$ cat src/hw/rtl/mf3_pkg.sv
// Shared types and constants for the 3x3 median filter.
`default_nettype none

package mf3_pkg;

	// Width of the configuration data word.
	localparam int CFG_W = 11;

	// Number of samples in one window and the rank of the median.
	localparam int WIN_N    = 9;
	localparam int MED_RANK = 4;

	// Reset value of both image dimensions.
	localparam int DIM_RESET = 256;

	typedef logic [7:0] pix_t;

	// One entry of the row store: the two previous rows at one column.
	typedef struct packed {
		pix_t upper;
		pix_t middle;
	} row_pair_t;

	// Configuration register indexes.
	typedef enum logic [0:0] {
		CFG_IMAGE_WIDTH  = 1'b0,
		CFG_IMAGE_HEIGHT = 1'b1
	} cfg_idx_t;

	// Input kind carried on tuser.
	localparam logic CMD_PIXEL = 1'b0;
	localparam logic CMD_FLUSH = 1'b1;

endpackage

`default_nettype wire

$ cat src/hw/rtl/mf3_median9.sv
// Median of nine pixels through a fixed compare-exchange network.
`default_nettype none

module mf3_median9
	import mf3_pkg::*;
(
	input  wire pix_t [WIN_N-1:0] win,
	output pix_t                  med
);

	// Return {max, min} of two samples.
	function automatic logic [15:0] cx(input pix_t a, input pix_t b);
		return (a > b) ? {a, b} : {b, a};
	endfunction

	always_comb begin
		pix_t p [WIN_N];
		for (int i = 0; i < WIN_N; i++) begin
			p[i] = win[i];
		end
		{p[2], p[1]} = cx(p[1], p[2]);
		{p[5], p[4]} = cx(p[4], p[5]);
		{p[8], p[7]} = cx(p[7], p[8]);
		{p[1], p[0]} = cx(p[0], p[1]);
		{p[4], p[3]} = cx(p[3], p[4]);
		{p[7], p[6]} = cx(p[6], p[7]);
		{p[2], p[1]} = cx(p[1], p[2]);
		{p[5], p[4]} = cx(p[4], p[5]);
		{p[8], p[7]} = cx(p[7], p[8]);
		{p[3], p[0]} = cx(p[0], p[3]);
		{p[8], p[5]} = cx(p[5], p[8]);
		{p[7], p[4]} = cx(p[4], p[7]);
		{p[6], p[3]} = cx(p[3], p[6]);
		{p[4], p[1]} = cx(p[1], p[4]);
		{p[5], p[2]} = cx(p[2], p[5]);
		{p[7], p[4]} = cx(p[4], p[7]);
		{p[2], p[4]} = cx(p[4], p[2]);
		{p[4], p[6]} = cx(p[6], p[4]);
		{p[2], p[4]} = cx(p[4], p[2]);
		med = p[MED_RANK];
	end

endmodule

`default_nettype wire

$ cat config.mk
export PLATFORM = sky130hd
export DESIGN_NAME = mf3_median9
export DESIGN_NICKNAME = d
export VERILOG_FILES = /design/src/hw/rtl/mf3_pkg.sv /design/src/hw/rtl/mf3_median9.sv
export SDC_FILE = /design/constraint.sdc
export NUM_CORES = 1
export LEC_CHECK = 0
export BUFFER_PORTS_ARGS = -buffer_cell sky130_fd_sc_hd__buf_2
export CAP_MARGIN = 20
export CORE_MARGIN = 3
export CORE_UTILIZATION = 37
export DETAILED_ROUTE_END_ITERATION = 6
export PLACE_DENSITY_LB_ADDON = 0.2
export SLEW_MARGIN = 20
export SYNTH_ARGS = -nofsm -noshare
export SYNTH_HDL_FRONTEND = slang
export SYNTH_SLANG_ARGS = --single-unit
$ cat constraint.sdc
create_clock -name vclk -period 19.1
set_input_delay 0.955 -clock vclk [all_inputs]
set_output_delay 0.955 -clock vclk [all_outputs]
set_load 0.05 [all_outputs]
==> qor.yml, run 1 <==
hold_path.class: "input pin to output port"
maxCapViolCount: 0
yosysTopAreaCell: "ha_1"
finalSetupViolations: 0
cp-start-kind: "input pin"
slowest_delay_ns: 0.56
portBuffers: 80
clkbuf_count: 0
grt_overflow: 0
coreArea_um2: 18300
syn_nets: 1252
critical_path_required_ns: 18.15
timing_worst_setup_path_type: "input pin to output port"
crit_buf_inv: 7
seq_cells: 0
max_slew_margin: 0.336
avgViaCountPerCell: 5.65
hold_viol: 0
drc_errors: 0
cp_data_arrival_time_ns: 16.87
ys.warnings.count: 0
tightest_slew_ns: 0.990
syn_area_per_cell_um2: 6.79
period_share: 0.933
track_usage: 0.201
die_x_um: 144
regArea_um2: 0
ctsHoldBuffers: 0
grt_max_degree: 24
holdWs_ns: 2.94
ys_top_cells_by_area: "ha_1 (26%), mux2i_1 (8.6%), a21oi_1 (7.5%)"
start_util: 0.384
synthesis.area_um2: 7010
fp.dieH_um: 144
grt_pass1_vias: 6946
die_area_um2: 20600
wl_mm: 21.6
fmax_ghz: 0.0561
grt_antenna_before_repair: 0
gp_congestion: 0.980
path_delay_family: "compound AO/OA/AOI/OAI gates"
yosysUniqueCellTypes: 69
rows: 49
synth_top_area_share: 0.262
maxSlewViolCount: 0
nNetsFinal: 1322
first_pass_iters: 5
yosysSeqAreaShare: 0
drive_above_1_share: 0.151
grt_pass1_wl_mm: 34.3
initialDrtViolationCount: 479
cp_slowest_cell: "or4_1"
synthesis.instances: 1033
cp_max_fo: 22
endpoint_kind: "output port"
dp_hpwl_mm: 18.8
boundaryPins: 80
syn2layout_area_growth_pct: 11.5
min_period_ns: 17.82
drt.antenna.violating_nets: 0
drt-wirelength-per-cell_um: 16.2
vias: 7514
status: "finished, final reports clean"
## area by class of cell
type | instances | area [um2]
fillers | 1915 | 10400
multi-input cells | 903 | 6580
repair buffers | 104 | 596
inverters | 94 | 353
well taps | 229 | 287
diodes | 1 | 2.50
## through the flow
step | cell area [um2] | setup slack [ns] | instances | utilization | TNS (ns)
6_report | 7820 | 1.28 | 1331 | 0.428 | 0
2_1_floorplan | 7010 | 1.09 | 1033 | - | 0
4_1_cts | 7700 | 0.201 | 1322 | 0.421 | 0
3_5_place_dp | 7700 | 0.271 | 1322 | 0.421 | 0
3_3_place_gp | 7700 | 0.447 | 1322 | 0.421 | 0
5_1_grt | 7820 | -0.0276 | 1330 | 0.428 | -0.0420
## cell families (layout without fill, tap and decap cells)
group                    count (synthesis)  count (layout)  synth area share
adder cells (fa/ha/maj)                148             148             0.264
XOR/XNOR                                 2               2           0.00250
buffers and inverters                  130             198            0.0715
other                                    0               1                 0
multiplexers                            88              88             0.135
AND/OR/NAND/NOR                        330             330             0.227
AO/OA/AOI/OAI                          335             335             0.301
## what timing repair did
| item | 4_1_cts | 5_1_grt |
|---|---|---|
| setup endpoints to repair | 0 | 8 |
| setup buffers | 0 | 8 |
| resized for setup | 0 | 21 |
## path summary, 6_finish.rpt
path	start	to	slack, ns	depth (start not counted)
setup / recovery	win[65]	med[2]	1.28	84
hold / removal	win[55]	med[7]	2.94	6
## per-layer routing
layer	global-route usage	wire [um]	vias to the layer above	part of all wire
li1	-	-	3946	-
met1	0.279	10400	3385	0.48
met3	0.0116	871	15	0.040
met5	0	0	-	0
met4	0.0258	327	0	0.015
met2	0.354	9960	168	0.46
## cell usage after synthesis (20+ instances only)
library cell    n
ha_1          147
nor2_1         89
mux2i_1        60
a21oi_1       105
o21a_1         34
o21ai_0        86
mux2_2         24
nand2_1        76
nand2b_1       20
a21o_1         20
clkbuf_1       23
inv_1          93
nand3_1        50
## layout by cell type (no fill, tap or decap), types with 3 or more instances in the layout
| master | netlist | final |
|---|---|---|
| o21ai_1 | 4 | 7 |
| buf_2 | 5 | 79 |
| nor2b_1 | 19 | 19 |
| nand3_1 | 50 | 50 |
| ha_1 | 147 | 147 |
| and2_1 | 11 | 11 |
| nand2b_1 | 20 | 20 |
| nand2_1 | 76 | 74 |
| o21ai_2 | 1 | 5 |
| o21ai_0 | 86 | 78 |
| a21oi_1 | 105 | 103 |
| o2111ai_1 | 3 | 3 |
| o31a_1 | 5 | 5 |
| o31ai_1 | 9 | 9 |
| and4_1 | 3 | 3 |
| o211ai_1 | 10 | 10 |
| o21a_2 | 0 | 3 |
| a21o_1 | 20 | 20 |
| o21bai_1 | 4 | 4 |
| nand4_1 | 11 | 11 |
| inv_1 | 93 | 93 |
| or2_2 | 10 | 10 |
| o21a_1 | 34 | 31 |
| buf_4 | 2 | 23 |
| and3_1 | 14 | 14 |
| mux2_2 | 24 | 24 |
| a31oi_1 | 7 | 7 |
| nor2_1 | 89 | 89 |
| a21boi_0 | 7 | 7 |
| mux2i_1 | 60 | 60 |
| o311ai_0 | 6 | 6 |
| nor3_1 | 15 | 15 |
| or3_1 | 3 | 3 |
| o211a_1 | 4 | 4 |
==> run 2: changes to the inputs <==
Settings changed: GPL_TIMING_DRIVEN set to 0.
==> run 2 against run 1 <==
Compared with the run above: via count up 0.83%; wire length down 0.53%; final area increased by 1.7%; global-route usage increased by 0.29 points; critical path depth up 4; fmax grew 0.11%; worst setup slack better by 0.020 ns.
==> qor.yml, run 2 (synthesis gave the netlist of run 1 again) <==
status: "finished, final reports clean"
nFillCells: 1975  # +3.1%
rsz0062_at_grt: "no"
hold_path.class: "input pin to output port"
track_usage: 0.204  # +0.00285
coreArea_um2: 18300  # unchanged
period_share: 0.932  # -0.00107
path_delay_family: "compound AO/OA/AOI/OAI gates"
regArea_um2: 0  # unchanged
tightest_slew_ns: 1.00  # +0.0100 ns
drc_errors: 0  # unchanged
fmax_ghz: 0.0562  # +0.11%
layout_commonest_cell: "ha_1"
clkbuf_count: 0  # unchanged
crit_buf_inv: 14  # +7
grt_antenna_before_repair: 0  # unchanged
rows: 49  # unchanged
hold_start: "win[50]"
hold_viol: 0  # unchanged
die_area_um2: 20600  # unchanged
fin_area_um2: 7950  # +1.7%
max_slew_margin: 0.325  # -0.0107
maxSlewViolCount: 0  # unchanged
finalSetupViolations: 0  # unchanged
avgViaCountPerCell: 5.64  # -0.15%
portBuffers: 80  # unchanged
cp-start-kind: "input pin"
die_x_um: 144  # unchanged
cp_max_fo: 19  # -14%
cp_slowest_cell: "or4_1"
start_util: 0.384  # unchanged
drt-wirelength-per-cell_um: 16.0  # -1.5%
drive_above_1_share: 0.166  # +0.0151
first_pass_iters: 5  # unchanged
grt_max_degree: 11  # -54%
dp_hpwl_mm: 19.0  # +0.70%
seq_cells: 0  # unchanged
slowest_delay_ns: 0.52  # -0.04 ns
dp_cells: 1342  # +1.5%
wl_mm: 21.5  # -0.53%
initialDrtViolationCount: 411  # -14%
critical_path_required_ns: 18.15  # about the same
grt_pass1_vias: 7158  # +3.1%
diodes: 0  # -1
finalNonFillerCells: 1344  # +0.98%
timing_worst_setup_path_type: "input pin to output port"
gp_congestion: 0.899  # -8.3%
drt.antenna.violating_nets: 0  # unchanged
placed_cell_area_um2: 7700  # about the same
cpMostUsedCell: "ha_1"
syn2layout_area_growth_pct: 13.4
maxCapViolCount: 0  # unchanged
min_period_ns: 17.80  # -0.0205 ns
fp.dieH_um: 144  # unchanged
cp_data_arrival_time_ns: 16.85  # -0.02 ns
boundaryPins: 80  # unchanged
grt_pass1_wl_mm: 35.0  # +1.9%
holdWs_ns: 2.88  # -0.0640 ns
grt_overflow: 0  # unchanged
nNetsFinal: 1336  # +1.1%
critical_path.startpoint: "win[65]"
endpoint_kind: "output port"
final_cell_mix: "ha_1 (147), a21oi_1 (97), inv_1 (93), nor2_1 (89), buf_2 (80)"
vias: 7576  # +0.83%
run 2: area by class of cell:
class,instances,area [um2],area share
well taps,229,287,0.0360
inverters,94,353,0.0444
plain buffers,33,178,0.0223
repair buffers,85,450,0.0566
multi-input cells,903,6690,0.841
run 2: repair_timing:
item / in CTS / in global routing
endpoints found under the setup margin: 8 / 8
cloned: 0 / 0
resized for setup: 30 / 73
hold buffers: 0 / 0
setup buffers: 0 / 5
pin swaps: 0 / 2
run 2: worst paths after layout:
check | slack, ns | cells past startpoint | end
setup / recovery | 1.30 | 88 | med[3]
hold / removal | 2.88 | 8 | med[2]
run 2: metal layers:
layer / share of wire / wire length (um) / track usage
met2: 0.46 / 9980 / 0.365
met1: 0.49 / 10500 / 0.282
met5: 0 / 0 / 0
met4: 0.016 / 338 / 0.0307
met3: 0.031 / 660 / 0.00233
run 2: stage by stage:
stage                     utilization  setup WS (ns)  setup TNS (ns)
after CTS                       0.425        0.00290               0
after detailed placement        0.422          -1.80          -13.69
after floorplan                     -           1.09               0
after global placement          0.422          -1.77          -13.49
after global routing            0.435         0.0384               0
final                           0.435           1.30               0
Power of run 2 is not shown: default switching activity piles up to over one toggle a cycle in this logic, so the estimate is an artifact.
==> run 3: changes to the inputs <==
Settings changed: CORE_ASPECT_RATIO set to 1.25, SETUP_SLACK_MARGIN set to 0.3.
==> run 3 against run 2 <==
Compared with the run above: critical path depth up 1; clock-buffer cell count unchanged; utilization about the same; global-route usage about the same; non-clock buffer count up 7; final area up 0.53%; via count up 0.65%; sequential cell count unchanged; cell count up 0.45%; worst hold slack worse by 0.090 ns; sequential share of layout area unchanged; first-iteration DRC count down 6.6%; critical path type unchanged.
==> qor.yml, run 3 (synthesis gave the netlist of run 1 again) <==
rsz0062_at_grt: "no"
layout_commonest_cell: "ha_1"
period_share: 0.933  # +0.00106
vias: 7625  # +0.65%
wl_mm: 22.0  # +2.3%
die_area_um2: 20700  # about the same
grt_overflow: 0  # unchanged
avgViaCountPerCell: 5.65  # +0.20%
nNetsFinal: 1343  # +0.52%
finalSetupViolations: 0  # unchanged
grt_antenna_before_repair: 0  # unchanged
start_util: 0.382  # -0.00217
rows: 55  # +12%
syn2layout_area_growth_pct: 14.0
grt_pass1_wl_mm: 35.6  # +1.7%
endpoint_kind: "output port"
regArea_um2: 0  # unchanged
ctsHoldBuffers: 0  # unchanged
nFillCells: 2005  # +1.5%
initialDrtViolationCount: 384  # -6.6%
grt_pass1_vias: 7274  # +1.6%
gp_congestion: 0.990  # +10%
cp_max_fo: 10  # -9
status: "finished, final reports clean"
cp_data_arrival_time_ns: 16.87  # +0.02 ns
coreArea_um2: 18400  # +0.57%
diodes: 0  # unchanged
cp_slowest_cell: "or4_1"
grt_max_degree: 11  # unchanged
max_slew_margin: 0.379  # +0.0544
track_usage: 0.204  # +0.000331
tightest_slew_ns: 0.925  # -0.0752 ns
drt.antenna.violating_nets: 0  # unchanged
hold_path.class: "input pin to output port"
min_period_ns: 17.82  # +0.0202 ns
fin_util: 0.435  # about the same
drc_errors: 0  # unchanged
cp-start-kind: "input pin"
critical_path_required_ns: 18.15  # about the same
cpMostUsedCell: "ha_1"
die_x_um: 129  # -10%
seq_cells: 0  # unchanged
timing_worst_setup_path_type: "input pin to output port"
boundaryPins: 80  # unchanged
drive_above_1_share: 0.176  # +0.0106
clkbuf_count: 0  # unchanged
final_cell_mix: "ha_1 (147), a21oi_1 (93), inv_1 (93), nor2_1 (89), buf_2 (85)"
fp.dieH_um: 160  # +11%
portBuffers: 80  # unchanged
maxSlewViolCount: 0  # unchanged
drt-wirelength-per-cell_um: 16.3  # +1.9%
dp_cells: 1341  # -0.075%
holdWs_ns: 2.79  # -0.0897 ns
slowest_delay_ns: 0.51  # about the same
hold_viol: 0  # unchanged
maxCapViolCount: 0  # unchanged
finalNonFillerCells: 1350  # +0.45%
fmax_ghz: 0.0561  # -0.11%
dp_hpwl_mm: 19.2  # +1.0%
first_pass_iters: 6  # +1
multiInputGateArea_um2: 6690  # about the same
run 3: worst paths after layout:
path,start,end,cells past startpoint
setup / recovery,win[65],med[4],89
hold / removal,win[53],med[5],6
run 3: critical path, delay by kind of cell:
kind / cells / cell delay (ns)
and+or+nand+nor: 19 / 2.90
muxes: 1 / 0.26
adders and majority gates: 9 / 2.65
buffers and inverters: 16 / 2.63
AOI/OAI and AO/OA: 44 / 7.41
run 3: routing by layer:
metal / global-route usage / share of wire
met1: 0.272 / 0.46
met3: 0.00903 / 0.028
met5: 0 / 0
met2: 0.361 / 0.48
met4: 0.0468 / 0.031
run 3: layout make-up:
class	instances	area share
inverter	94	0.0441
multi-input combinational	903	0.836
timing repair buffer	89	0.0598
tap	228	0.0357
buffer	36	0.0241
run 3: metrics by stage:
step / setup TNS (ns) / worst slack, ns / instance area, um2
finish: 0 / 1.28 / 8000
global route: 0 / 0.171 / 8000
CTS: 0 / 0.301 / 7780
detailed placement: -13.78 / -1.80 / 7700
global placement: -13.75 / -1.79 / 7700
floorplan: 0 / 1.09 / 7010
run 3: repair_timing:
| action | in CTS | in global routing |
|---|---|---|
| pin swaps | 0 | 6 |
| buffers inserted | 0 | 9 |
| setup endpoints to repair | 8 | 8 |
| resized for setup | 39 | 66 |
| cloned | 0 | 0 |
Power of run 3 is left out for the same reason.
